## src/design/dnfa_pkg.sv

```systemverilog
`default_nettype none

package dnfa_pkg;

   localparam int MAX_LAYERS = 4;
   localparam int MAX_NODES  = 16;
   localparam int DATA_WIDTH = 16;

   localparam int FRAC_BITS = DATA_WIDTH / 2;
   localparam int NODE_W    = $clog2(MAX_NODES);
   localparam int LAYER_W   = $clog2(MAX_LAYERS);
   localparam int CNT_W     = NODE_W + 1;
   localparam int LCNT_W    = 3;
   localparam int PROD_W    = 2 * DATA_WIDTH;
   localparam int ACC_W     = 40;
   localparam int W_DEPTH   = (MAX_LAYERS - 1) * MAX_NODES * MAX_NODES;
   localparam int W_ADDR_W  = LAYER_W + 2 * NODE_W;
   localparam int A_DEPTH   = 2 * MAX_NODES;
   localparam int A_ADDR_W  = NODE_W + 1;
   localparam int CSR_IDX_W = 3;
   localparam int CSR_W     = 5;

   // request kinds
   localparam logic REQ_WEIGHT  = 1'b0;
   localparam logic REQ_FEATURE = 1'b1;

   // register indexes
   localparam logic [CSR_IDX_W-1:0] CSR_LAYER_COUNT   = 3'd0;
   localparam logic [CSR_IDX_W-1:0] CSR_INPUT_NODES   = 3'd1;
   localparam logic [CSR_IDX_W-1:0] CSR_FIRST_HIDDEN  = 3'd2;
   localparam logic [CSR_IDX_W-1:0] CSR_SECOND_HIDDEN = 3'd3;
   localparam logic [CSR_IDX_W-1:0] CSR_THIRD_HIDDEN  = 3'd4;

   typedef struct packed {
      logic                         req_type;
      logic [LAYER_W-1:0]           layer_select;
      logic [NODE_W-1:0]            dest_node;
      logic [NODE_W-1:0]            source_node;
      logic signed [DATA_WIDTH-1:0] value;
      logic                         last;
   } req_payload_type;

   typedef struct packed {
      logic [NODE_W-1:0]            class_index;
      logic signed [DATA_WIDTH-1:0] best_score;
   } rsp_payload_type;

   typedef struct packed {
      logic [LCNT_W-1:0]                 layers;
      logic [MAX_LAYERS-1:0][CNT_W-1:0]  nodes;
   } cfg_type;

   // travels with each issued multiply-accumulate step
   typedef struct packed {
      logic              valid;
      logic              first;
      logic              last;
      logic              final_layer;
      logic              out_half;
      logic [NODE_W-1:0] node;
   } mac_tag_type;

   typedef struct packed {
      logic                         we;
      logic [A_ADDR_W-1:0]          addr;
      logic signed [DATA_WIDTH-1:0] data;
   } act_wr_type;

   typedef enum logic [1:0] {
      SEQ_IDLE,
      SEQ_ISSUE,
      SEQ_DRAIN,
      SEQ_DONE
   } seq_state_type;

   function automatic logic [CNT_W-1:0] clamp_nodes(input logic [CSR_W-1:0] raw);
      logic [CNT_W-1:0] r;
      r = CNT_W'(raw);
      if (raw == '0) begin
         r = CNT_W'(1);
      end else if (raw > CSR_W'(MAX_NODES)) begin
         r = CNT_W'(MAX_NODES);
      end
      return r;
   endfunction

   function automatic logic [LCNT_W-1:0] clamp_layers(input logic [LCNT_W-1:0] raw);
      logic [LCNT_W-1:0] r;
      r = raw;
      if (raw < LCNT_W'(2)) begin
         r = LCNT_W'(2);
      end else if (raw > LCNT_W'(MAX_LAYERS)) begin
         r = LCNT_W'(MAX_LAYERS);
      end
      return r;
   endfunction

endpackage

`default_nettype wire

```

## src/design/dnfa_seq.sv

```systemverilog
`default_nettype none

module dnfa_seq
   import dnfa_pkg::*;
(
   input  wire logic                clock,
   input  wire logic                reset,
   input  wire logic                go,
   input  wire cfg_type             cfg,
   input  wire logic                pipe_busy,
   output mac_tag_type              issue_tag,
   output logic [W_ADDR_W-1:0]      w_raddr,
   output logic [A_ADDR_W-1:0]      a_raddr,
   output logic                     busy,
   output logic                     done
);

   seq_state_type      state_ff, state_in;
   logic [LAYER_W-1:0] layer_ff, layer_in;
   logic [NODE_W-1:0]  node_ff, node_in;
   logic [NODE_W-1:0]  src_ff, src_in;

   logic [CNT_W-1:0]   prev_n, cur_n;
   logic               last_src, last_node, final_layer;

   assign prev_n      = cfg.nodes[layer_ff - LAYER_W'(1)];
   assign cur_n       = cfg.nodes[layer_ff];
   assign last_src    = {1'b0, src_ff} == (prev_n - CNT_W'(1));
   assign last_node   = {1'b0, node_ff} == (cur_n - CNT_W'(1));
   assign final_layer = LCNT_W'(layer_ff) == (cfg.layers - LCNT_W'(1));

   always_ff @(posedge clock) begin
      if (reset) begin
         state_ff <= SEQ_IDLE;
         layer_ff <= LAYER_W'(1);
         node_ff  <= '0;
         src_ff   <= '0;
      end else begin
         state_ff <= state_in;
         layer_ff <= layer_in;
         node_ff  <= node_in;
         src_ff   <= src_in;
      end
   end

   // next state
   always_comb begin
      state_in = state_ff;
      case (state_ff)
         SEQ_IDLE: begin
            if (go) state_in = SEQ_ISSUE;
         end
         SEQ_ISSUE: begin
            if (last_src && last_node) state_in = SEQ_DRAIN;
         end
         SEQ_DRAIN: begin
            // interlock: next layer reads what this one writes
            if (!pipe_busy) state_in = final_layer ? SEQ_DONE : SEQ_ISSUE;
         end
         SEQ_DONE: begin
            state_in = SEQ_IDLE;
         end
         default: begin
            state_in = SEQ_IDLE;
         end
      endcase
   end

   // counters
   always_comb begin
      layer_in = layer_ff;
      node_in  = node_ff;
      src_in   = src_ff;
      case (state_ff)
         SEQ_IDLE: begin
            if (go) begin
               layer_in = LAYER_W'(1);
               node_in  = '0;
               src_in   = '0;
            end
         end
         SEQ_ISSUE: begin
            if (last_src) begin
               src_in  = '0;
               node_in = last_node ? '0 : node_ff + NODE_W'(1);
            end else begin
               src_in = src_ff + NODE_W'(1);
            end
         end
         SEQ_DRAIN: begin
            if (!pipe_busy && !final_layer) layer_in = layer_ff + LAYER_W'(1);
         end
         default: begin
            layer_in = layer_ff;
         end
      endcase
   end

   // outputs
   always_comb begin
      issue_tag.valid       = 1'b0;
      issue_tag.first       = src_ff == '0;
      issue_tag.last        = last_src;
      issue_tag.final_layer = final_layer;
      issue_tag.out_half    = layer_ff[0];
      issue_tag.node        = node_ff;
      busy                  = 1'b1;
      done                  = 1'b0;
      case (state_ff)
         SEQ_IDLE:  busy            = 1'b0;
         SEQ_ISSUE: issue_tag.valid = 1'b1;
         SEQ_DONE:  done            = 1'b1;
         default:   busy            = 1'b1;
      endcase
   end

   assign w_raddr = {layer_ff - LAYER_W'(1), node_ff, src_ff};
   assign a_raddr = {~layer_ff[0], src_ff};

endmodule

`default_nettype wire

```

## config.mk

```make
export PLATFORM = sky130hd
export DESIGN_NAME = dnfa_seq
export DESIGN_NICKNAME = d
export VERILOG_FILES = /design/src/design/dnfa_pkg.sv /design/src/design/dnfa_seq.sv
export SDC_FILE = /design/constraint.sdc
export NUM_CORES = 1
export LEC_CHECK = 0
export ABC_AREA = 0
export BUFFER_PORTS_ARGS = -buffer_cell sky130_fd_sc_hd__buf_2
export CORE_UTILIZATION = 44
export DETAILED_ROUTE_END_ITERATION = 8
export GPL_ROUTABILITY_DRIVEN = 0
export GPL_TIMING_DRIVEN = 0
export PLACE_DENSITY = 0.76
export REMOVE_ABC_BUFFERS = 1
export SYNTH_ARGS = -nofsm -noshare
export SYNTH_HDL_FRONTEND = slang
export SYNTH_SLANG_ARGS = --single-unit
```

## constraint.sdc

```tcl
create_clock -name clock -period 2.6 [get_ports clock]
set_input_delay 0.13 -clock clock [delete_from_list [all_inputs] [get_ports clock]]
set_output_delay 0.13 -clock clock [all_outputs]
set_load 0.005 [all_outputs]
```

==> results of run 1 <==
[cell usage after synthesis (2+ instances only)]
cell / count
o21a_1: 2
buf_4: 12
mux4_1: 7
nor3_1: 3
mux4_2: 3
a31oi_1: 2
and2_1: 2
xnor2_1: 13
mux2i_1: 2
nor3b_1: 2
inv_1: 15
buf_6: 3
nor2_1: 5
nor3_2: 2
nand2b_1: 6
dfxtp_1: 12
and4_1: 2
o21ai_0: 5
ha_1: 6
a311o_1: 2
and3_1: 2
nand2_1: 9
a21oi_1: 5
nand3_1: 4
xor2_1: 3
[metal layers]
metal,up-vias,GRT usage [%]
met5,-,0
met4,0,2.79
met3,4,4.08
met2,56,39.3
met1,617,23.2
li1,617,-
[cell usage in the layout, fill, tap and decap left out, types with 2 or more instances in the layout]
master,count
buf_2,52
inv_1,13
xnor2_1,13
buf_4,11
dfxtp_1,10
nand2_1,9
mux4_2,6
nand2b_1,6
nor2_1,5
ha_1,5
mux4_1,4
nand3_1,4
o21ai_0,4
a21oi_1,4
xor2_1,3
nor3_2,3
clkbuf_4,3
nor3_1,2
inv_2,2
nor3b_2,2
and2_1,2
and4_1,2
a311o_1,2
mux2i_1,2
and3_1,2
o21a_1,2
dfxtp_4,2
[sequential cells by signal, indices dropped and copies added, names as in the netlist]
signal / flops
layer_ff: 2
state_ff: 2
node_ff: 4
src_ff: 4
[area by class of cell]
| type | count | share of cell area, % |
|---|---|---|
| flip-flops and latches | 12 | 14.7 |
| clock buffers | 3 | 1.33 |
| well taps | 31 | 2.30 |
| repair buffers | 63 | 20.3 |
| inverters | 15 | 3.33 |
| multi-input cells | 102 | 58.1 |
[what timing repair did]
action	in CTS	in global routing
gates resized for setup	10	12
setup buffers	7	4
gates cloned	0	1
endpoints found under the setup margin	11	6
pin swaps	0	9
[how the worst max path moves through the flow]
stage,startpoint,to,slack (ns),cells past startpoint
3_5_place_dp,layer_ff[1]$_SDFFE_PP0P_,node_ff[1]$_SDFFE_PP0P_,-0.68,9
3_3_place_gp,layer_ff[1]$_SDFFE_PP0P_,node_ff[1]$_SDFFE_PP0P_,-0.53,9
2_1_floorplan,layer_ff[1]$_SDFFE_PP0P_,src_ff[3]$_SDFFE_PP0P_,-0.30,9
4_1_cts,layer_ff[1]$_SDFFE_PP0P_,src_ff[3]$_SDFFE_PP0P_,0.01,9
6_report,layer_ff[1]$_SDFFE_PP0P_,node_ff[2]$_SDFFE_PP0P_,0.07,7
5_1_grt,layer_ff[1]$_SDFFE_PP0P_,node_ff[2]$_SDFFE_PP0P_,-0.04,7
[critical path, delay by kind of cell (launching register included)]
family | cells | cell delay, ns
buf+inv | 1 | 0.18
mux | 1 | 0.58
compound gates | 3 | 0.81
xor+xnor | 2 | 0.48
flops | 1 | 0.37
[cells by family after synthesis]
group	synth area share, %
adders and majority gates	5.58
muxes	20.2
xor gates and xnor gates	10.4
and+or+nand+nor	19.4
buffers and inverters	14.9
AOI/OAI and AO/OA	11.7
DFF	17.8
[power by group]
group	internal, µW	switching, µW	leakage (µW)
Sequential	186	7.09	0.0000979
Clock	53.6	57.6	0.0000138
Combinational	73.6	72.6	0.000687
[stage by stage]
stage	instance area [µm²]	cells
final	1690	226
after global routing	1690	226
after CTS	1600	221
after detailed placement	1500	211
after global placement	1500	211
after floorplan	1200	128
==> run metrics, run 1 <==
status finished, violations left; failing checks DRC; area of the mapped netlist 1350 µm²; Die X 57.3 µm; Via Count 1294; Period minus WS final 2.53 ns; number of H-tree levels 1; Yosys top cell by area dfxtp_1; clock transition at the registers of the reported paths 0.07 ns; CTS tree done; Async SR Flop Fraction 0%; grt total ovfl 0; max-cap violation count 0; top cell type's share of synthesized area 17.8%; WL final 3600 µm; # fillers 255; Top-Level Pins 53; post-synth cell types 41; Fin Hold WS 0.126 ns; Worst Tran Pin Value 0.490 ns; CP Max Fanout 8; CTS buffer count 3; kind of end point of the critical path flip-flop; Final Cycle Share 97.3%; top_reg_cell synth dfxtp_1; CP Cell Sequence buf_4 -> mux4_2 -> xor2_1 -> xnor2_1 -> o311a_4 -> a22oi_2 -> a311o_1; Post-synth EDFFs 0; area delta synth->final 25.5%; Max Clock Freq 395 MHz; clk_lat worst skew 0.27 ns; Place WS -0.681 ns; reg-to-reg startpoint layer_ff[1]$_SDFFE_PP0P_; startpoint class of the critical path flip-flop; Hold Path Class in -> reg; Worst VDD drop 0.200 mV; synthesized area per cell 9.28 µm²; antenna diode count 0; drt drc 2; largest net degree at the start of global routing 12; Clock Path Buffers 2; multi-input logic area 981 µm²; Pwr per Cell Area 266 nW/µm²; hold path startpoint reset; top post-synthesis cells by area dfxtp_1 18%, mux4_1 14%, xnor2_1 8.5%, buf_4 6.7%, ha_1 5.6%; layout cell share with drive strength beyond 1 48.2%; Critical Path AT 2.69 ns; Seq. cell area 248 µm²; dpl hpwl 2480 µm; wire per inst 15.9 µm; DR pass1 iterations 6; post-layout util 59.7%; root buf cell clkbuf_4; Hold Path Depth 2; Reg2Reg Capture Point node_ff[2]$_SDFFE_PP0P_; Critical-path top delay cell mux4_2; vias in the first global route 1208; initial core utilization 47.6%; CP required 2.76 ns; die height 57.3 µm; DR vias/cell 5.73; post-route clock skew 0.00221 ns; Setup-failing EPs final 0; r2r worst-path depth 7; met3 wire len 191 µm; met1 wire length 1400 µm; r2r setup slk 0.07 ns; Final ANT Viol Nets 0; Met2 Wirelength 1940 µm; Yosys reg bits 12; WS Path Type reg -> reg; top sig layer met4; worst setup margin 0.0715 ns; Hold Vio Cnt, Final 0; port buffer count 52; Die Area 3290 µm²; post-synthesis sequential area ratio 17.8%; post-synthesis cell count 145; Nets 230; Leak 0.000798 µW; Placement Rows 19; starting DRC count in detailed routing 58; global-route wire length before repair 5250 µm; initial antenna violation count 0; Slew Limit Fails 0; Rel. slew slack 67.0%; Hold Path Sink src_ff[3]$_SDFFE_PP0P_; Tot GR Track Use 20.2%; setup_tns 0 ns; CTS Sinks 12; Post-CTS Hold Buffers 0; Core Box Area 2830 µm²; Pwr Total 450 µW; critical path's largest stage delay 0.58 ns; yosys warns 0
Note: power is estimated with default switching activity, not from simulation.
==> run 2, diff against run 1 <==
==> constraint.sdc (replaced) <==
create_clock -name clock -period 2.3 [get_ports clock]
set_input_delay 0.115 -clock clock [delete_from_list [all_inputs] [get_ports clock]]
set_output_delay 0.115 -clock clock [all_outputs]
set_load 0.005 [all_outputs]
==> run 2 against run 1 <==
The run ends with DRC, setup timing left. Sequential cell count unchanged. Register-to-register slack got worse by 0.20 ns. Critical path depth is 2 higher. Routed wire length increased by 8.4%. Count of clock-buffer cells in the layout unchanged. Global-route usage is 3.3 points higher. Sequential share of layout area decreased by 1.1 points. Setup slack lost 0.20 ns. Sequential power rose by 13%. Final cell count is 4.0% higher. Critical path type unchanged. Largest cell class unchanged. Largest power group unchanged.
==> run metrics, run 2 (same netlist as run 1, synthesis figures left out) <==
largest registers node_ff (4), src_ff (4); CP top delay family compound AO/OA/AOI/OAI gates; wire per inst 16.6 µm (+4.2%); WS Path Type reg -> reg; Final ANT Viol Nets 0 (unchanged); setup_tns -0.887 ns (-0.887 ns); Hold Path Class in -> reg; Critical Path AT 2.59 ns (-0.10 ns); Place WS -0.981 ns (-0.300 ns); CP required 2.46 ns (-0.30 ns); startpoint class of the critical path flip-flop; Die X 57.3 µm (unchanged); largest net degree at the start of global routing 11 (-1); multi-input logic area 1040 µm² (+5.9%); Hold Vio Cnt, Final 0 (unchanged); Worst Tran Pin Value 0.467 ns (-0.0225 ns); top sig layer met4; die height 57.3 µm (unchanged); area delta synth->final 35.5%; dpl hpwl 2480 µm (unchanged); critical path's largest stage delay 0.53 ns (-0.05 ns); post-layout util 64.5% (+4.8 points); Top-Level Pins 53 (unchanged); Met2 Wirelength 2180 µm (+12%); Pwr Total 544 µW (+21%); layout cell share with drive strength beyond 1 57.8% (+9.6 points); CP Cell Sequence mux4_2 -> inv_2 -> ha_4 -> buf_6 -> xnor2_2 -> a211oi_2 -> o311a_4 -> a22oi_2 -> a311o_1; most common cell after layout, fill and taps aside buf_2; met1 wire length 1520 µm (+8.7%); Post-CTS Hold Buffers 0 (unchanged); root buf cell clkbuf_4; worst setup margin -0.128 ns (-0.200 ns); # fillers 223 (-13%); drt drc 2 (unchanged); CP Buf/Inv Count 2 (+1); hold path startpoint reset; met3 wire len 159 µm (-17%); Final Cycle Share 106% (+8.3 points); Core Box Area 2830 µm² (unchanged); CTS buffer count 3 (unchanged); DR pass1 iterations 6 (unchanged); DR vias/cell 5.67 (-1.0%); grt total ovfl 0 (unchanged); Seq. cell area 248 µm² (unchanged); Tot GR Track Use 23.6% (+3.3 points); Nets 239 (+3.9%); Slew Limit Fails 0 (unchanged); Rel. slew slack 68.5% (+1.5 points); Setup-failing EPs final 11 (+11); antenna diode count 0 (unchanged); clock transition at the registers of the reported paths 0.07 ns (about the same); CP Max Fanout 6 (-2); Placement Rows 19 (unchanged); RSZ-0062 raised after global routing yes; failing checks DRC, setup timing; CTS Sinks 12 (unchanged); number of H-tree levels 1 (unchanged); Pwr per Cell Area 298 nW/µm² (+12%); vias in the first global route 1301 (+7.7%); r2r setup slk -0.13 ns (-0.20 ns); kind of end point of the critical path flip-flop; Leak 0.000851 µW (+6.6%); status finished, violations left; Via Count 1332 (+2.9%); Period minus WS final 2.43 ns (-0.100 ns); starting DRC count in detailed routing 81 (+40%); port buffer count 52 (unchanged); clk_lat worst skew 0.27 ns (about the same); reg-to-reg startpoint layer_ff[1]$_SDFFE_PP0P_; Critical-path top delay cell mux4_2; Clock Path Buffers 2 (unchanged); post-route clock skew 0.00148 ns (-0.000725 ns); Worst VDD drop 0.248 mV (+24%); WL final 3900 µm (+8.4%); Die Area 3290 µm² (unchanged); CP Launch Point layer_ff[1]$_SDFFE_PP0P_; initial core utilization 47.6% (unchanged); initial antenna violation count 0 (unchanged); Max Clock Freq 412 MHz (+4.1%); CTS tree done; max-cap violation count 0 (unchanged); global-route wire length before repair 5970 µm (+14%); most frequent cells in the layout 52 x buf_2, 18 x buf_4, 10 x inv_1, 10 x dfxtp_1
run 2: cell type report:
cell class                 count  share of cell area, %
tap                           31                   2.13
multi-input combinational    102                   56.9
sequential                    12                   13.6
clock buffer                   3                   1.23
inverter                      15                   3.22
timing repair buffer          72                   22.9
run 2: per-stage QoR:
stage / cells / hold WS, ns / cell area [µm²]
3_3_place_gp: 211 / 0.362 / 1500
3_5_place_dp: 211 / 0.361 / 1500
2_1_floorplan: 128 / 0.184 / 1200
5_1_grt: 235 / 0.106 / 1820
4_1_cts: 236 / 0.0876 / 1790
6_report: 235 / 0.111 / 1820
run 2: final timing paths:
path | endpoint | depth (start not counted)
setup / recovery | node_ff[3]$_SDFFE_PP0P_ | 9
hold / removal | src_ff[0]$_SDFFE_PP0P_ | 2
setup reg to reg | node_ff[3]$_SDFFE_PP0P_ | 9
hold reg to reg | node_ff[1]$_SDFFE_PP0P_ | 2
run 2: metal layers:
metal / vias to the layer above / GRT usage, %
met3: 4 / 4.76
li1: 628 / -
met2: 50 / 45.4
met5: - / 0
met1: 650 / 26.5
met4: 0 / 5.23
run 2: timing repair:
action                                  in CTS  in global routing
gates resized for setup                     33                 10
hold endpoints to repair                     0                  0
buffers inserted                            21                  0
cloned                                       1                  0
pin swaps                                   18                  9
endpoints found under the setup margin      11                 11
run 2: report_power, final:
| group | internal [µW] | total, µW | switching, µW |
|---|---|---|---|
| Sequential | 210 | 218 | 8.30 |
| Clock | 60.6 | 127 | 66.0 |
| Combinational | 103 | 200 | 96.8 |
| Total | 373 | 544 | 171 |
==> run 3, diff against run 2 <==
--- a/config.mk
+++ b/config.mk
@@ -7,6 +7,7 @@
 export LEC_CHECK = 0
 export ABC_AREA = 0
 export BUFFER_PORTS_ARGS = -buffer_cell sky130_fd_sc_hd__buf_2
+export CORE_ASPECT_RATIO = 2
 export CORE_UTILIZATION = 44
 export DETAILED_ROUTE_END_ITERATION = 8
 export GPL_ROUTABILITY_DRIVEN = 0
==> run 3 against run 2 <==
Critical path depth up 1. Global-route usage shrank 0.73 points. Clock skew up 0.0033 ns. The run ends with setup timing left. Clock power rose by 82%. Die area up 0.41%. Count of clock-buffer cells in the layout up 1. Total power up 16%. Largest cell class unchanged. Sequential cell count is the same. Combinational power shrank 11%. Setup slack gained 0.0015 ns. Final cell count is 2.1% lower. Critical path type unchanged. Design area fell by 3.5%.
==> run metrics, run 3 (same netlist as run 1, synthesis figures left out) <==
Final Cycle Share 106% (about the same); vias in the first global route 1266 (-2.7%); Core Box Area 2940 µm² (+4.0%); clk_lat worst skew 0.24 ns (-0.03 ns); clock transition at the registers of the reported paths 0.06 ns (about the same); initial core utilization 45.7% (-1.8 points); Period minus WS final 2.43 ns (-0.00149 ns); Clock Power Share 36.8% (+13 points); global-route wire length before repair 5340 µm (-11%); Die X 41.1 µm (-28%); Die Area 3300 µm² (+0.41%); CTS tree done; Via Count 1321 (-0.83%); Placement Rows 28 (+9); drt drc 0 (-2); Power Internal 455 µW (+22%); grt total ovfl 0 (unchanged); Worst Tran Pin Value 0.539 ns (+0.0713 ns); area delta synth->final 30.8%; Final ANT Viol Nets 0 (unchanged); switching power 174 µW (+1.9%); Rel. slew slack 63.7% (-4.8 points); dpl hpwl 2270 µm (-8.5%); Tot GR Track Use 22.8% (-0.73 points); max-cap violation count 0 (unchanged); Max Clock Freq 412 MHz (about the same); WS Path Type reg -> reg; RSZ-0062 raised after global routing yes; Hold Path Class in -> reg; combinational share of power 28.5% (-8.2 points); Placed Area 1500 µm² (about the same); CP Cell Sequence mux4_2 -> inv_2 -> ha_4 -> inv_4 -> o21ai_2 -> a21oi_2 -> o311a_4 -> a22oi_2 -> buf_4 -> mux2i_1; starting DRC count in detailed routing 36 (-56%); Worst VDD drop 0.207 mV (-17%); initial antenna violation count 0 (unchanged); root buf cell clkbuf_8; critical path's largest stage delay 0.55 ns (+0.02 ns); # fillers 285 (+28%); Sw Share 27.7% (-3.7 points); Clock Path Buffers 2 (unchanged); largest net degree at the start of global routing 11 (unchanged); layout cell share with drive strength beyond 1 53.5% (-4.3 points); CP Max Fanout 5 (-1); Pwr per Cell Area 357 nW/µm² (+20%); DR pass1 iterations 4 (-2); worst setup margin -0.127 ns (+0.00149 ns); WL final 3330 µm (-15%); kind of end point of the critical path flip-flop; Slew Limit Fails 0 (unchanged); Critical-path top delay cell mux4_2; startpoint class of the critical path flip-flop; Top-Level Pins 53 (unchanged); port buffer count 52 (unchanged); Leak 0.000826 µW (-3.0%); CTS Sinks 12 (unchanged); Post-CTS Hold Buffers 0 (unchanged); Place WS -0.958 ns (+0.0228 ns); die height 80.2 µm (+40%); status finished, violations left; Nets 234 (-2.1%); CP required 2.47 ns (about the same); CTS buffer count 3 (unchanged); setup_tns -0.701 ns (+0.186 ns); Critical Path AT 2.60 ns (about the same); number of H-tree levels 1 (unchanged); most frequent cells in the layout 52 x buf_2, 14 x buf_4, 12 x xnor2_1, 10 x inv_1, 10 x dfxtp_1; most common cell after layout, fill and taps aside buf_2; wire per inst 14.5 µm (-13%); largest registers node_ff (4), src_ff (4); Setup-failing EPs final 9 (-2); sequential fraction of design power 34.8% (-5.3 points); DR vias/cell 5.74 (+1.3%); Hold Vio Cnt, Final 0 (unchanged); antenna diode count 0 (unchanged); Non-Filler Cell Area, Final 1760 µm² (-3.5%); failing checks setup timing; post-route clock skew 0.00474 ns (+0.00326 ns)
[run 3: changes by cell type in the layout (fill, tap and decap cells not counted), sizes merged]
cell,before,now
buf,72,67
clkbuf,3,4
[run 3: what timing repair did]
item / 4_1_cts / 5_1_grt
gates cloned: 1 / 0
resized for setup: 32 / 2
endpoints found under the setup margin: 11 / 11
buffers inserted: 14 / 1
pin swaps: 16 / 5
endpoints found under the hold margin: 0 / 0
[run 3: power by group through the flow]
stage | clock network [µW] | registers [µW] | logic, µW
final | 231 | 219 | 179
after global placement | 0 | 225 | 134
after CTS | 231 | 219 | 173
after floorplan | 0 | 224 | 84.8
after global routing | 244 | 219 | 196
after detailed placement | 0 | 225 | 139
[run 3: metrics by stage]
stage / total power [µW] / util (%) / instances / hold slack [ns]
floorplan: 309 / - / 128 / 0.184
global placement: 359 / 51.0 / 210 / 0.373
detailed placement: 364 / 51.0 / 210 / 0.372
CTS: 623 / 59.2 / 229 / 0.129
global route: 659 / 59.8 / 230 / 0.140
finish: 629 / 59.8 / 230 / 0.128
[run 3: final timing paths]
kind / from / end / slack, ns / depth (start not counted)
worst max-delay path: layer_ff[1]$_SDFFE_PP0P_ / node_ff[1]$_SDFFE_PP0P_ / -0.13 / 10
worst min-delay path: reset / src_ff[0]$_SDFFE_PP0P_ / 0.13 / 2
worst max register to register: layer_ff[1]$_SDFFE_PP0P_ / node_ff[1]$_SDFFE_PP0P_ / -0.13 / 10
worst min register to register: node_ff[1]$_SDFFE_PP0P_ / node_ff[1]$_SDFFE_PP0P_ / 0.57 / 2
[run 3: critical path, delay by kind of cell, from the launching register on]
kind / cells / cell delay (ns)
flops: 1 / 0.38
compound gates: 4 / 0.78
buf+inv: 3 / 0.30
mux: 2 / 0.73
fa+ha+maj: 1 / 0.16
[run 3: routing by layer]
layer | track usage, % | vias up | routed length (µm)
met1 | 25.1 | 644 | 1210
li1 | - | 620 | -
met2 | 40.3 | 47 | 1890
met4 | 11.6 | 0 | 102
met5 | 0 | - | 0
met3 | 0.829 | 10 | 129
[run 3: final cells by class]
| type | instances | area [µm²] | area share (%) |
|---|---|---|---|
| Clock buffer | 4 | 55.1 | 3.13 |
| Multi-Input combinational cell | 102 | 985 | 55.9 |
| Timing Repair Buffer | 67 | 377 | 21.4 |
| Sequential cell | 12 | 248 | 14.1 |
| Tap cell | 30 | 37.5 | 2.13 |
| Inverter | 15 | 58.8 | 3.34 |
