$ cat config.mk
export PLATFORM = sky130hd
export DESIGN_NAME = dnfa_mac
export DESIGN_NICKNAME = d
export VERILOG_FILES = /design/src/design/dnfa_pkg.sv /design/src/design/dnfa_mac.sv
export SDC_FILE = /design/constraint.sdc
export NUM_CORES = 1
export LEC_CHECK = 0
export BUFFER_PORTS_ARGS = -buffer_cell sky130_fd_sc_hd__buf_4
export CORE_MARGIN = 2
export CORE_UTILIZATION = 45
export DETAILED_ROUTE_END_ITERATION = 16
export HOLD_SLACK_MARGIN = 0.03
export PLACE_DENSITY_LB_ADDON = 0.05
export SETUP_SLACK_MARGIN = 0.05
export SKIP_LAST_GASP = 1
export SYNTH_ARGS = -nofsm -noshare
export SYNTH_HDL_FRONTEND = slang
export SYNTH_SLANG_ARGS = --single-unit
$ cat constraint.sdc
create_clock -name clock -period 8.9 [get_ports clock]
set_input_delay 0.89 -clock clock [delete_from_list [all_inputs] [get_ports clock]]
set_output_delay 0.89 -clock clock [all_outputs]
set_load 0.005 [all_outputs]
$ cat src/design/dnfa_pkg.sv
`default_nettype none

package dnfa_pkg;

   localparam int MAX_LAYERS = 4;
   localparam int MAX_NODES  = 16;
   localparam int DATA_WIDTH = 16;

   localparam int FRAC_BITS = DATA_WIDTH / 2;
   localparam int NODE_W    = $clog2(MAX_NODES);
   localparam int LAYER_W   = $clog2(MAX_LAYERS);
   localparam int CNT_W     = NODE_W + 1;
   localparam int LCNT_W    = 3;
   localparam int PROD_W    = 2 * DATA_WIDTH;
   localparam int ACC_W     = 40;
   localparam int W_DEPTH   = (MAX_LAYERS - 1) * MAX_NODES * MAX_NODES;
   localparam int W_ADDR_W  = LAYER_W + 2 * NODE_W;
   localparam int A_DEPTH   = 2 * MAX_NODES;
   localparam int A_ADDR_W  = NODE_W + 1;
   localparam int CSR_IDX_W = 3;
   localparam int CSR_W     = 5;

   // request kinds
   localparam logic REQ_WEIGHT  = 1'b0;
   localparam logic REQ_FEATURE = 1'b1;

   // register indexes
   localparam logic [CSR_IDX_W-1:0] CSR_LAYER_COUNT   = 3'd0;
   localparam logic [CSR_IDX_W-1:0] CSR_INPUT_NODES   = 3'd1;
   localparam logic [CSR_IDX_W-1:0] CSR_FIRST_HIDDEN  = 3'd2;
   localparam logic [CSR_IDX_W-1:0] CSR_SECOND_HIDDEN = 3'd3;
   localparam logic [CSR_IDX_W-1:0] CSR_THIRD_HIDDEN  = 3'd4;

   typedef struct packed {
      logic                         req_type;
      logic [LAYER_W-1:0]           layer_select;
      logic [NODE_W-1:0]            dest_node;
      logic [NODE_W-1:0]            source_node;
      logic signed [DATA_WIDTH-1:0] value;
      logic                         last;
   } req_payload_type;

   typedef struct packed {
      logic [NODE_W-1:0]            class_index;
      logic signed [DATA_WIDTH-1:0] best_score;
   } rsp_payload_type;

   typedef struct packed {
      logic [LCNT_W-1:0]                 layers;
      logic [MAX_LAYERS-1:0][CNT_W-1:0]  nodes;
   } cfg_type;

   // travels with each issued multiply-accumulate step
   typedef struct packed {
      logic              valid;
      logic              first;
      logic              last;
      logic              final_layer;
      logic              out_half;
      logic [NODE_W-1:0] node;
   } mac_tag_type;

   typedef struct packed {
      logic                         we;
      logic [A_ADDR_W-1:0]          addr;
      logic signed [DATA_WIDTH-1:0] data;
   } act_wr_type;

   typedef enum logic [1:0] {
      SEQ_IDLE,
      SEQ_ISSUE,
      SEQ_DRAIN,
      SEQ_DONE
   } seq_state_type;

   function automatic logic [CNT_W-1:0] clamp_nodes(input logic [CSR_W-1:0] raw);
      logic [CNT_W-1:0] r;
      r = CNT_W'(raw);
      if (raw == '0) begin
         r = CNT_W'(1);
      end else if (raw > CSR_W'(MAX_NODES)) begin
         r = CNT_W'(MAX_NODES);
      end
      return r;
   endfunction

   function automatic logic [LCNT_W-1:0] clamp_layers(input logic [LCNT_W-1:0] raw);
      logic [LCNT_W-1:0] r;
      r = raw;
      if (raw < LCNT_W'(2)) begin
         r = LCNT_W'(2);
      end else if (raw > LCNT_W'(MAX_LAYERS)) begin
         r = LCNT_W'(MAX_LAYERS);
      end
      return r;
   endfunction

endpackage

`default_nettype wire

$ cat src/design/dnfa_mac.sv
`default_nettype none

module dnfa_mac
   import dnfa_pkg::*;
(
   input  wire logic                         clock,
   input  wire logic                         reset,
   input  wire mac_tag_type                  issue_tag,
   input  wire logic signed [DATA_WIDTH-1:0] w_rdata,
   input  wire logic signed [DATA_WIDTH-1:0] a_rdata,
   output act_wr_type                        act_wr,
   output logic                              pipe_busy,
   output logic [NODE_W-1:0]                 best_index,
   output logic signed [DATA_WIDTH-1:0]      best_score
);

   localparam logic signed [ACC_W-1:0] SAT_HI = ACC_W'((2 ** (DATA_WIDTH - 1)) - 1);
   localparam logic signed [ACC_W-1:0] SAT_LO = -SAT_HI - ACC_W'(1);

   mac_tag_type                  st1_ff, st2_ff, st3_ff;
   logic signed [PROD_W-1:0]     prod_ff, prod_in;
   logic signed [ACC_W-1:0]      acc_ff, acc_in, shifted;
   logic signed [DATA_WIDTH-1:0] sat;
   logic signed [DATA_WIDTH-1:0] best_ff;
   logic [NODE_W-1:0]            best_idx_ff;
   logic                         take_best;

   assign prod_in = w_rdata * a_rdata;
   assign acc_in  = (st2_ff.first ? '0 : acc_ff)
                  + {{(ACC_W - PROD_W){prod_ff[PROD_W-1]}}, prod_ff};

   // floor shift, then clip to Q8.8
   assign shifted = acc_ff >>> FRAC_BITS;
   always_comb begin
      if (shifted > SAT_HI) begin
         sat = SAT_HI[DATA_WIDTH-1:0];
      end else if (shifted < SAT_LO) begin
         sat = SAT_LO[DATA_WIDTH-1:0];
      end else begin
         sat = shifted[DATA_WIDTH-1:0];
      end
   end

   assign take_best = st3_ff.valid && st3_ff.last && st3_ff.final_layer
                      && ((st3_ff.node == '0) || (sat > best_ff));

   always_ff @(posedge clock) begin
      if (reset) begin
         st1_ff <= '0;
         st2_ff <= '0;
         st3_ff <= '0;
         acc_ff <= '0;
      end else begin
         st1_ff <= issue_tag;
         st2_ff <= st1_ff;
         st3_ff <= st2_ff;
         if (st2_ff.valid) acc_ff <= acc_in;
      end
   end

   always_ff @(posedge clock) begin
      prod_ff <= prod_in;
      if (take_best) begin
         best_ff     <= sat;
         best_idx_ff <= st3_ff.node;
      end
   end

   assign act_wr.we   = st3_ff.valid && st3_ff.last;
   assign act_wr.addr = {st3_ff.out_half, st3_ff.node};
   assign act_wr.data = sat;

   assign pipe_busy  = st1_ff.valid || st2_ff.valid || st3_ff.valid;
   assign best_index = best_idx_ff;
   assign best_score = best_ff;

endmodule

`default_nettype wire

==> reports/metrics.yaml, run 1 <==
global_route:
  antenna_violations_before_repair: 0
  met3_usage: 0.0177
  global_route.usage.met2: 0.321
  grt_pass1_vias: 12200
  track_usage: 0.204
  grt_overflow: 0
  grt_max_degree: 72
  grt.busiest_layer: "met2"
  grt_pass1_wl_um: 62900
  met1_track_demand_over_resource: 0.308
cts:
  cts_sinks: 118
  tritoncts: "built"
  cts_htree_levels: 4
  post-cts-setup-buffer-count: 0
  clk_pin_slew_worst_paths_ns: 0.06
  clk_latency_ns: 0.41
  post_cts.resized_instances: 0
  clock_tree.root_cell: "sky130_fd_sc_hd__clkbuf_16"
  tritoncts.num_buffers: 17
  cts_max_path_buffers: 2
  cts_stage_hold_buffer_count: 0
timing:
  post-route-period-util: 0.720
  timing.final.max_slew_violations: 0
  unrepaired_setup_endpoints_after_global_routing: "no"
  hold_violation_count_in_the_final_report: 0
  relSlewSlack: 0.468
  fmax_mhz: 156
  min_period_ns: 6.41
  timing.final.setup_violations: 0
  setup_total_neg_slack_ns: 0
  max_slew.worst_pin.slew_ns: 0.798
  final.setup_skew_ns: 0.0130
synth:
  synthFlopType: "sky130_fd_sc_hd__dfxtp_1"
  yosys.area_share.simple: 0.164
  yosys_warnings: 0
  post_synth.cell_area_avg_um2: 9.09
  number_of_distinct_library_cell_variants_in_the_gate_level_netlist_after_synthesis: 79
  synth_nets: 2244
  number_of_instances_in_the_synthesized_netlist: 1801
  synth.yosys.seq_area_share: 0.157
  synth.cells.most_frequent: "sky130_fd_sc_hd__inv_1, sky130_fd_sc_hd__fa_1, sky130_fd_sc_hd__nand2_1"
  synthMuxAreaShare: 0.0141
  yosys_register_bits: 118
  synth_adder_area_share: 0.426
  post_synth_main_area_contributors: "sky130_fd_sc_hd__fa_1, sky130_fd_sc_hd__dfxtp_1, sky130_fd_sc_hd__ha_1, sky130_fd_sc_hd__inv_1, sky130_fd_sc_hd__and2_1"
  synth-edff-count: 20
  synth-compound-area-share: 0.106
  xor_and_xnor_fraction_of_the_mapped_netlist_area: 0.0326
  synthMostInstantiatedCell: "sky130_fd_sc_hd__inv_1"
  synth.cell_area_um2: 16400
  post-synth-top-area-fraction: 0.322
  combinational_family_with_the_most_area_after_synthesis: "adder cells"
  yosys.area.top_type: "sky130_fd_sc_hd__fa_1"
  postSynth.asyncResetShare: 0
place:
  io_buffer_count: 85
  total_cell_area_at_the_placement_stage_um2: 17300
  gpl.final_weighted_congestion: 0.833
  final_hpwl_dp_um: 30200
floorplanning:
  floorplan.rows: 69
  floorplan.die.height_um: 195
  initial_utilization: 0.459
  core_region_area_um2: 35700
  boundaryPins: 86
  die_area_um2: 37900
  fp.dieW_um: 195
worst_setup_path:
  arrival_ns: 6.75
  cp_common_cell: "sky130_fd_sc_hd__fa_1"
  path_class: "primary input to flip-flop"
  critPathRequiredTime_ns: 9.24
  r2r-end: "best_score[6]$_DFFE_PP_"
  end_kind: "flip-flop"
  cp_peak_stage_delay_ns: 0.55
  critical_path.top_delay_family: "adder cells"
  worst-path-max-fanout: 16
  worstPathCellList: "buf_4, nand2_1, fa_1, inv_1, fa_1, inv_1, fa_1, inv_1, fa_1, fa_1, inv_1, fa_1, inv_1, ha_1, a211oi_1, nor2_1, a31oi_1, nand3_1, and3_1, o211ai_1, a21boi_0, o41ai_1, xnor2_1"
  crit_path_start_kind: "primary input"
  slowest_cell_on_crit_path: "sky130_fd_sc_hd__fa_1"
  regToRegSetupSlack_ns: 4.44
  reg2reg_depth: 14
  regToRegStartpoint: "acc_ff[34]$_SDFFE_PP0P_"
  worst-path-buf-inv: 6
min_path:
  holdPathEnd: "st3_ff[6]$_SDFF_PP0_"
  worstHoldPathCells: 1
  hold_path.class: "flip-flop to flip-flop"
  hp-start: "st2_ff[6]$_SDFF_PP0_"
layout:
  antenna_cells_inserted: 0
  finish.utilization: 0.503
  nNetsFinal: 2285
  share_of_cells_above_drive_strength_1: 0.0792
  area_growth_syn_to_layout_pct: 9.64
  finalInstanceArea_um2: 17900
drt:
  route.detailed.vias_per_inst: 4.98
  vias: 11500
  routed_wire_length_per_instance_um: 15.7
  drt_wl_total_um: 36400
  final_antenna_net_count: 0
  dr.first_iter.drc_count: 461
  detail_route.first_pass.iterations: 5
  drc: 0
job:
  maxCapViolCount: 0
status:
  result_of_the_run: "finished clean"
per-stage QoR:
step	cells	hold slack (ns)	worst slack [ns]
after detailed placement	2284	0.422	2.05
final	2316	0.430	2.49
after CTS	2316	0.436	2.48
after floorplan	1801	0.414	2.43
after global routing	2316	0.444	2.08
after global placement	2284	0.416	2.17
state kept, by name, summed over array words and instances (netlist names):
name        cells
prod_ff        32
act_wr          5
st2_ff          9
best_index      4
acc_ff         40
best_score     16
st1_ff          9
st3_ff          3
placed cells by master, fill, tap and decap left out, types with 7 or more instances in the layout:
master / synthesis / routed
sky130_fd_sc_hd__o21a_1: 27 / 27
sky130_fd_sc_hd__o21bai_1: 9 / 9
sky130_fd_sc_hd__nand4_1: 16 / 16
sky130_fd_sc_hd__nor2_1: 79 / 79
sky130_fd_sc_hd__edfxtp_1: 20 / 20
sky130_fd_sc_hd__inv_1: 362 / 362
sky130_fd_sc_hd__o21ai_0: 35 / 35
sky130_fd_sc_hd__dfxtp_1: 98 / 97
sky130_fd_sc_hd__a21oi_1: 57 / 57
sky130_fd_sc_hd__nor4_1: 7 / 7
sky130_fd_sc_hd__mux2i_1: 23 / 23
sky130_fd_sc_hd__a211oi_1: 11 / 11
sky130_fd_sc_hd__a31oi_1: 10 / 10
sky130_fd_sc_hd__fa_1: 263 / 263
sky130_fd_sc_hd__ha_1: 137 / 137
sky130_fd_sc_hd__xnor2_1: 47 / 47
sky130_fd_sc_hd__a21o_1: 29 / 29
sky130_fd_sc_hd__o31ai_1: 7 / 7
sky130_fd_sc_hd__nand2_1: 162 / 162
sky130_fd_sc_hd__nor2b_1: 66 / 66
sky130_fd_sc_hd__xor2_1: 14 / 14
sky130_fd_sc_hd__clkbuf_16: 0 / 17
sky130_fd_sc_hd__nor3_1: 8 / 8
sky130_fd_sc_hd__buf_4: 6 / 89
sky130_fd_sc_hd__and2_1: 125 / 125
sky130_fd_sc_hd__nand2b_1: 19 / 19
sky130_fd_sc_hd__nand3_1: 13 / 13
per-layer routing:
layer | wire (um) | vias up
met5 | 0 | -
met4 | 284 | 0
met3 | 1030 | 14
met2 | 15900 | 170
met1 | 19200 | 5611
li1 | - | 5741
worst reg2reg max path: stages (launching register included):
cell and delay [ns]:
sky130_fd_sc_hd__dfxtp_1 0.34, sky130_fd_sc_hd__nor4_1 0.49, sky130_fd_sc_hd__a41oi_1 0.20, sky130_fd_sc_hd__buf_4 0.23, sky130_fd_sc_hd__o21a_1 0.24, sky130_fd_sc_hd__ha_1 0.31, sky130_fd_sc_hd__nor2b_1 0.14, sky130_fd_sc_hd__o21a_1 0.15
sky130_fd_sc_hd__o21ai_0 0.15, sky130_fd_sc_hd__nand2b_1 0.08, sky130_fd_sc_hd__a2111oi_0 0.51, sky130_fd_sc_hd__o31ai_1 0.18, sky130_fd_sc_hd__mux2i_1 0.15, sky130_fd_sc_hd__a21oi_1 0.18, sky130_fd_sc_hd__o211a_1 0.71
cells by family (layout without fill, tap and decap cells):
family,Yosys count,in the layout
adder cells (fa/ha/maj),400,400
flip-flops,118,118
AND/OR/NAND/NOR,522,522
multiplexers,23,23
buffers and inverters,429,483
AO/OA/AOI/OAI,248,248
XOR/XNOR,61,61
worst max path at each step:
stage | start | to | slack, ns | cells past startpoint
floorplan | a_rdata[9] | prod_ff[25]$_DFF_P_ | 2.43 | 23
finish | w_rdata[5] | prod_ff[25]$_DFF_P_ | 2.49 | 23
global placement | w_rdata[5] | prod_ff[30]$_DFF_P_ | 2.17 | 19
detailed placement | w_rdata[5] | prod_ff[25]$_DFF_P_ | 2.05 | 23
CTS | w_rdata[5] | prod_ff[25]$_DFF_P_ | 2.48 | 23
global route | w_rdata[5] | prod_ff[25]$_DFF_P_ | 2.08 | 23
final cells by class:
class / instances / area, um^2
Fill cell: 3455 / 17700
Multi-Input combinational cell: 1254 / 12200
Sequential cell: 118 / 2560
Inverter: 362 / 1360
Timing Repair Buffer: 89 / 668
Tap cell: 461 / 577
Clock buffer: 17 / 425
Clock inverter: 15 / 193
Power of run 1 is left out: the tool's default activity adds up to more than one toggle a clock period on the data nets, which glitch-free logic cannot reach.
==> run 2, diff against run 1 <==
==> constraint.sdc (replaced) <==
create_clock -name clock -period 5.5 [get_ports clock]
set_input_delay 0.55 -clock clock [delete_from_list [all_inputs] [get_ports clock]]
set_output_delay 0.55 -clock clock [all_outputs]
set_load 0.005 [all_outputs]
==> reports/metrics.yaml, run 2 (synthesis gave the netlist of run 1 again) <==
status:
  result_of_the_run: "finished clean"
layout:
  antenna_cells_inserted: 0  # unchanged
  nNetsFinal: 2470  # +8.1%
  most-common-layout-cells: "sky130_fd_sc_hd__inv_1, sky130_fd_sc_hd__fa_1, sky130_fd_sc_hd__buf_4"
  largest_register: "acc_ff"
  most_common_cell_after_layout_fill_and_taps_aside: "sky130_fd_sc_hd__inv_1"
  share_of_cells_above_drive_strength_1: 0.211  # +0.132
  largest_register_ff_count: 40  # unchanged
  finish.utilization: 0.562  # +0.0584
  area_growth_syn_to_layout_pct: 22.3
global_route:
  grt_pass1_vias: 12900  # +5.5%
  antenna_violations_before_repair: 0  # unchanged
  track_usage: 0.209  # +0.00565
  grt_overflow: 0  # unchanged
  grt_pass1_wl_um: 64600  # +2.7%
  grt_max_degree: 72  # unchanged
drt:
  route.detailed.vias_per_inst: 4.90  # -1.6%
  routed_wire_length_per_instance_um: 15.4  # -2.0%
  drt_wl_total_um: 38500  # +5.8%
  drc: 0  # unchanged
  detail_route.first_pass.iterations: 5  # unchanged
  vias: 12300  # +6.3%
  final_antenna_net_count: 0  # unchanged
  dr.first_iter.drc_count: 432  # -6.3%
timing:
  unrepaired_setup_endpoints_after_global_routing: "yes"
  final.setup_skew_ns: 0.00964  # -0.00339 ns
  timing.final.setup_violations: 0  # unchanged
  relSlewSlack: 0.484  # +0.0155
  post-route-period-util: 0.998
  min_period_ns: 5.49
  timing.final.max_slew_violations: 0  # unchanged
  hold_violation_count_in_the_final_report: 0  # unchanged
  max_slew.worst_pin.slew_ns: 0.775  # -0.0232 ns
  fmax_mhz: 182
  hold_slack_ns: 0.355  # -0.0756 ns
min_path:
  worstHoldPathCells: 2  # +1
  hp-start: "issue_tag[5]"
  hold_path.class: "primary input to flip-flop"
  holdPathEnd: "st1_ff[5]$_SDFF_PP0_"
place:
  final_hpwl_dp_um: 32100  # +6.1%
  gpl.final_weighted_congestion: 0.855  # +2.7%
  io_buffer_count: 85  # unchanged
worst_setup_path:
  worst-path-max-fanout: 6  # -10
  path_class: "primary input to flip-flop"
  regToRegSetupSlack_ns: 1.04  # -3.40 ns
  crit_path_start_kind: "primary input"
  worst-path-buf-inv: 6  # unchanged
  worstPathCellList: "buf_12, buf_8, buf_12, nand2_2, fa_1, inv_1, fa_1, fa_1, fa_1, fa_1, inv_1, fa_1, inv_2, ha_4, o21a_4, nand4_1, a211o_1, nand3_2, nand2_2, o21a_1, o221a_4, nand3_1, o311ai_1"
  arrival_ns: 5.76  # -0.99 ns
  critPathRequiredTime_ns: 5.77  # -3.47 ns
  critical_path.top_delay_family: "adder cells"
  r2r-end: "best_score[5]$_DFFE_PP_"
  crit_path_start: "w_rdata[7]"
  regToRegStartpoint: "acc_ff[34]$_SDFFE_PP0P_"
  slowest_cell_on_crit_path: "sky130_fd_sc_hd__fa_1"
  reg2reg_depth: 13  # -1
  cp_peak_stage_delay_ns: 0.58  # +0.03 ns
  cp_common_cell: "sky130_fd_sc_hd__fa_1"
  path_depth: 23  # unchanged
  end_kind: "flip-flop"
floorplanning:
  fp.dieW_um: 195  # unchanged
  initial_utilization: 0.459  # unchanged
  core_region_area_um2: 35700  # unchanged
  floorplan.die.height_um: 195  # unchanged
  die_area_um2: 37900  # unchanged
  boundaryPins: 86  # unchanged
  floorplan.rows: 69  # unchanged
cts:
  clk_latency_ns: 0.41  # about the same
  cts_max_path_buffers: 2  # unchanged
  cts_sinks: 118  # unchanged
  tritoncts.num_buffers: 17  # unchanged
  cts_htree_levels: 4  # unchanged
  tritoncts: "built"
  clk_pin_slew_worst_paths_ns: 0.05  # about the same
  cts_stage_hold_buffer_count: 0  # unchanged
  clock_tree.root_cell: "sky130_fd_sc_hd__clkbuf_16"
job:
  maxCapViolCount: 0  # unchanged
run 2: changes by cell type in the layout (fill, tap and decap cells not counted), moves of 17 or more:
cell                     change
sky130_fd_sc_hd__and2_1     -17
sky130_fd_sc_hd__and2_4     +17
sky130_fd_sc_hd__buf_4     +143
sky130_fd_sc_hd__buf_6      +27
sky130_fd_sc_hd__inv_1      -22
sky130_fd_sc_hd__inv_2      +22
run 2: worst max-delay path by stage:
stage | slack [ns] | to
after floorplan | -0.27 | prod_ff[30]$_DFF_P_
after global placement | -0.50 | prod_ff[25]$_DFF_P_
after detailed placement | -0.58 | prod_ff[26]$_DFF_P_
after CTS | -0.03 | prod_ff[25]$_DFF_P_
after global routing | -0.18 | prod_ff[30]$_DFF_P_
final | 0.009 | prod_ff[29]$_DFF_P_
run 2: per-stage QoR:
step / area (um^2) / setup WS (ns) / setup TNS, ns / std cells
after floorplan: 16700 / -0.266 / -1.28 / 1801
after global placement: 18800 / -0.501 / -5.23 / 2451
after detailed placement: 18800 / -0.584 / -6.26 / 2451
after CTS: 19600 / -0.0304 / -0.0556 / 2490
after global routing: 20000 / -0.185 / -1.10 / 2501
final: 20000 / 0.00888 / 0 / 2501
run 2: layout make-up:
cell class | count | area [um^2]
inverters | 362 | 1360
clock inverters | 8 | 96.3
well taps | 461 | 577
repair buffers | 274 | 2340
clock buffers | 24 | 493
flip-flops and latches | 118 | 2560
fillers | 3219 | 15600
multi-input cells | 1254 | 12600
run 2: what timing repair did:
action	CTS	global route
gates cloned	1	1
hold endpoints to repair	0	0
endpoints found under the setup margin	10	12
gates resized for setup	36	84
pin swaps	23	60
buffers inserted	6	13
run 2: layer usage:
layer,vias to the layer above,wire length (um),GRT usage
li1,6122,-,-
met1,5905,19200,0.300
met2,204,17500,0.343
met3,31,1310,0.0226
met4,0,493,0.0455
met5,-,0,0
Power of run 2 is left out for the same reason.
==> run 3, diff against run 2 <==
--- a/config.mk
+++ b/config.mk
@@ -5,7 +5,9 @@
 export SDC_FILE = /design/constraint.sdc
 export NUM_CORES = 1
 export LEC_CHECK = 0
+export ABC_AREA = 1
 export BUFFER_PORTS_ARGS = -buffer_cell sky130_fd_sc_hd__buf_4
+export CAP_MARGIN = 20
 export CORE_MARGIN = 2
 export CORE_UTILIZATION = 45
 export DETAILED_ROUTE_END_ITERATION = 16
==> reports/metrics.yaml, run 3 <==
timing:
  min_period_ns: 5.25  # -0.238 ns
  fmax_mhz: 190  # +4.5%
  unrepaired_setup_endpoints_after_global_routing: "yes"
  hold_violation_count_in_the_final_report: 0  # unchanged
  setup_total_neg_slack_ns: 0  # unchanged
  timing.final.setup_violations: 0  # unchanged
  final.setup_skew_ns: 0.00723  # -0.00242 ns
  timing.final.max_slew_violations: 0  # unchanged
  post-route-period-util: 0.955  # -0.0432
  max_slew.worst_pin.slew_ns: 1.02  # +0.248 ns
  relSlewSlack: 0.316  # -0.167
cts:
  clk_latency_ns: 0.43  # +0.02 ns
  cts_sinks: 118  # unchanged
  clock_tree.root_cell: "sky130_fd_sc_hd__clkbuf_16"
  clk_pin_slew_worst_paths_ns: 0.06  # about the same
  tritoncts: "built"
  cts_stage_hold_buffer_count: 0  # unchanged
  tritoncts.num_buffers: 17  # unchanged
  cts_max_path_buffers: 2  # unchanged
  cts_htree_levels: 4  # unchanged
worst_setup_path:
  regToRegSetupSlack_ns: 1.63  # +0.59 ns
  worst-path-max-fanout: 4  # -2
  arrival_ns: 5.58  # -0.18 ns
  cp_peak_stage_delay_ns: 0.57  # about the same
  critPathRequiredTime_ns: 5.82  # +0.05 ns
  slowest_cell_on_crit_path: "sky130_fd_sc_hd__fa_1"
  crit_path_start_kind: "primary input"
  worstPathCellList: "buf_4, inv_2, or2_2, fa_1, fa_1, inv_1, fa_1, fa_1, fa_1, inv_1, fa_1, inv_1, ha_1, a21oi_2, o21ai_0, a21oi_1, nand3_2, nand2_1, inv_1, o21ai_0, nand2_1"
  end_kind: "flip-flop"
  cp_common_cell: "sky130_fd_sc_hd__fa_1"
  path_class: "primary input to flip-flop"
layout:
  final-seq-area_um2: 2560  # about the same
  largest_register: "acc_ff"
  share_of_cells_above_drive_strength_1: 0.123  # -0.0879
  antenna_cells_inserted: 0  # unchanged
  area_taken_by_multi_input_logic_gates_um2: 12500  # -0.81%
  most_common_cell_after_layout_fill_and_taps_aside: "sky130_fd_sc_hd__inv_1"
  final.fill_count: 3990  # +24%
  most-common-layout-cells: "sky130_fd_sc_hd__inv_1, sky130_fd_sc_hd__nand2_1, sky130_fd_sc_hd__fa_1"
  nNetsFinal: 3221  # +30%
  largest_register_ff_count: 40  # unchanged
  final_cells: 3316  # +33%
  area_growth_syn_to_layout_pct: 16.8
place:
  placedCellCount: 3283  # +34%
  gpl.final_weighted_congestion: 0.956  # +12%
  io_buffer_count: 85  # unchanged
  final_hpwl_dp_um: 44500  # +39%
global_route:
  antenna_violations_before_repair: 0  # unchanged
  track_usage: 0.255  # +0.0452
  grt_overflow: 0  # unchanged
  grt_pass1_vias: 16300  # +27%
  grt_pass1_wl_um: 83100  # +29%
  grt_max_degree: 62  # -14%
drt:
  drc: 0  # unchanged
  detail_route.first_pass.iterations: 5  # unchanged
  dr.first_iter.drc_count: 721  # +67%
  final_antenna_net_count: 0  # unchanged
  drt_wl_total_um: 50900  # +32%
  routed_wire_length_per_instance_um: 15.4  # -0.33%
  vias: 15600  # +27%
  route.detailed.vias_per_inst: 4.70  # -4.0%
floorplanning:
  floorplan.die.height_um: 205  # +5.2%
  initial_utilization: 0.456  # -0.00325
  boundaryPins: 86  # unchanged
  core_region_area_um2: 39800  # +12%
  fp.dieW_um: 205  # +5.2%
  die_area_um2: 42000  # +11%
  floorplan.rows: 73  # +5.8%
synth:
  post_synth.cell_area_avg_um2: 7.01  # -23%
  number_of_instances_in_the_synthesized_netlist: 2590  # +44%
  yosys.area.top_type: "sky130_fd_sc_hd__fa_1"
  synth_nets: 3033  # +35%
  synth.cells.most_frequent: "sky130_fd_sc_hd__inv_1, sky130_fd_sc_hd__nand2_1, sky130_fd_sc_hd__fa_1"
  synth.yosys.seq_area_share: 0.141  # -0.0154
  postSynth.asyncResetShare: 0  # unchanged
  post_synth_main_area_contributors: "sky130_fd_sc_hd__fa_1, sky130_fd_sc_hd__inv_1, sky130_fd_sc_hd__nand2_1, sky130_fd_sc_hd__dfxtp_1, sky130_fd_sc_hd__ha_1"
  post-synth-top-area-fraction: 0.290  # -0.0316
  yosys_register_bits: 118  # unchanged
  yosys_warnings: 0  # unchanged
  number_of_distinct_library_cell_variants_in_the_gate_level_netlist_after_synthesis: 40  # -49%
  synthMostInstantiatedCell: "sky130_fd_sc_hd__inv_1"
  synth.cell_area_um2: 18200  # +11%
  synthFlopType: "sky130_fd_sc_hd__dfxtp_1"
  synth-edff-count: 20  # unchanged
job:
  maxCapViolCount: 0  # unchanged
min_path:
  hold_path.class: "primary input to flip-flop"
status:
  result_of_the_run: "finished clean"
-- run 3: cell types whose count changed in the layout (fill, tap and decap cells not counted), sizes merged, moves of 19 or more --
cell    before  now
nand3       13   85
nor2        79  188
and2       125    0
nand2      162  686
nor2b       66    0
a21oi       58  119
nand2b      19    0
inv        362  761
a21o        31    3
xnor2       47   15
o21a        28    1
mux2i       23    0
xor2        14   34
-- run 3: final cells by class --
| class | instances | share of cell area |
|---|---|---|
| Clock buffer | 19 | 0.0224 |
| Tap cell | 525 | 0.0310 |
| Inverter | 758 | 0.134 |
| Multi-Input combinational cell | 1628 | 0.589 |
| Sequential cell | 118 | 0.121 |
| Clock inverter | 13 | 0.00673 |
| Timing Repair Buffer | 255 | 0.0956 |
-- run 3: kinds of logic (layout without fill, tap and decap cells) --
group | Yosys count | after routing | synth area share
fa+ha+maj | 400 | 400 | 0.384
buf+inv | 844 | 1045 | 0.177
simple gates | 1001 | 1001 | 0.222
compound gates | 178 | 178 | 0.0523
flops | 118 | 118 | 0.141
xor+xnor | 49 | 49 | 0.0236
-- run 3: critical path, delay by kind of cell --
family / cells / cell delay, ns
buf+inv: 6 / 0.34
simple gates: 4 / 0.59
fa+ha+maj: 7 / 3.47
compound gates: 4 / 0.62
-- run 3: repair_timing --
item / in CTS / in global routing
gates resized for setup: 0 / 17
endpoints found under the setup margin: 0 / 12
buffers inserted: 0 / 1
endpoints found under the hold margin: 0 / 0
-- run 3: metrics by stage --
step	hold WS (ns)	cell area, um^2	util	setup slack, ns
after floorplan	0.388	18300	-	0.0254
after global placement	0.392	20500	0.515	-0.271
after CTS	0.301	21100	0.530	0.146
after detailed placement	0.394	20500	0.515	-0.319
after global routing	0.309	21200	0.532	-0.0459
final	0.316	21200	0.532	0.247
-- run 3: path summary, 6_finish.rpt --
check	cells after the start	end	start
worst min-delay path	3	st1_ff[3]$_SDFF_PP0_	issue_tag[3]
worst max-delay path	21	prod_ff[30]$_DFF_P_	a_rdata[15]
worst min register to register	2	act_wr[18]$_SDFF_PP0_	st2_ff[2]$_SDFF_PP0_
worst max register to register	14	best_score[7]$_DFFE_PP_	acc_ff[39]$_SDFFE_PP0P_
-- run 3: metal layers --
metal	global-route usage	vias to the layer above	part of all wire
met5	0	-	0
met3	0.0186	68	0.023
li1	-	7854	-
met4	0.0858	0	0.029
met2	0.475	231	0.51
met1	0.308	7448	0.44
Power of run 3 is left out for the same reason.
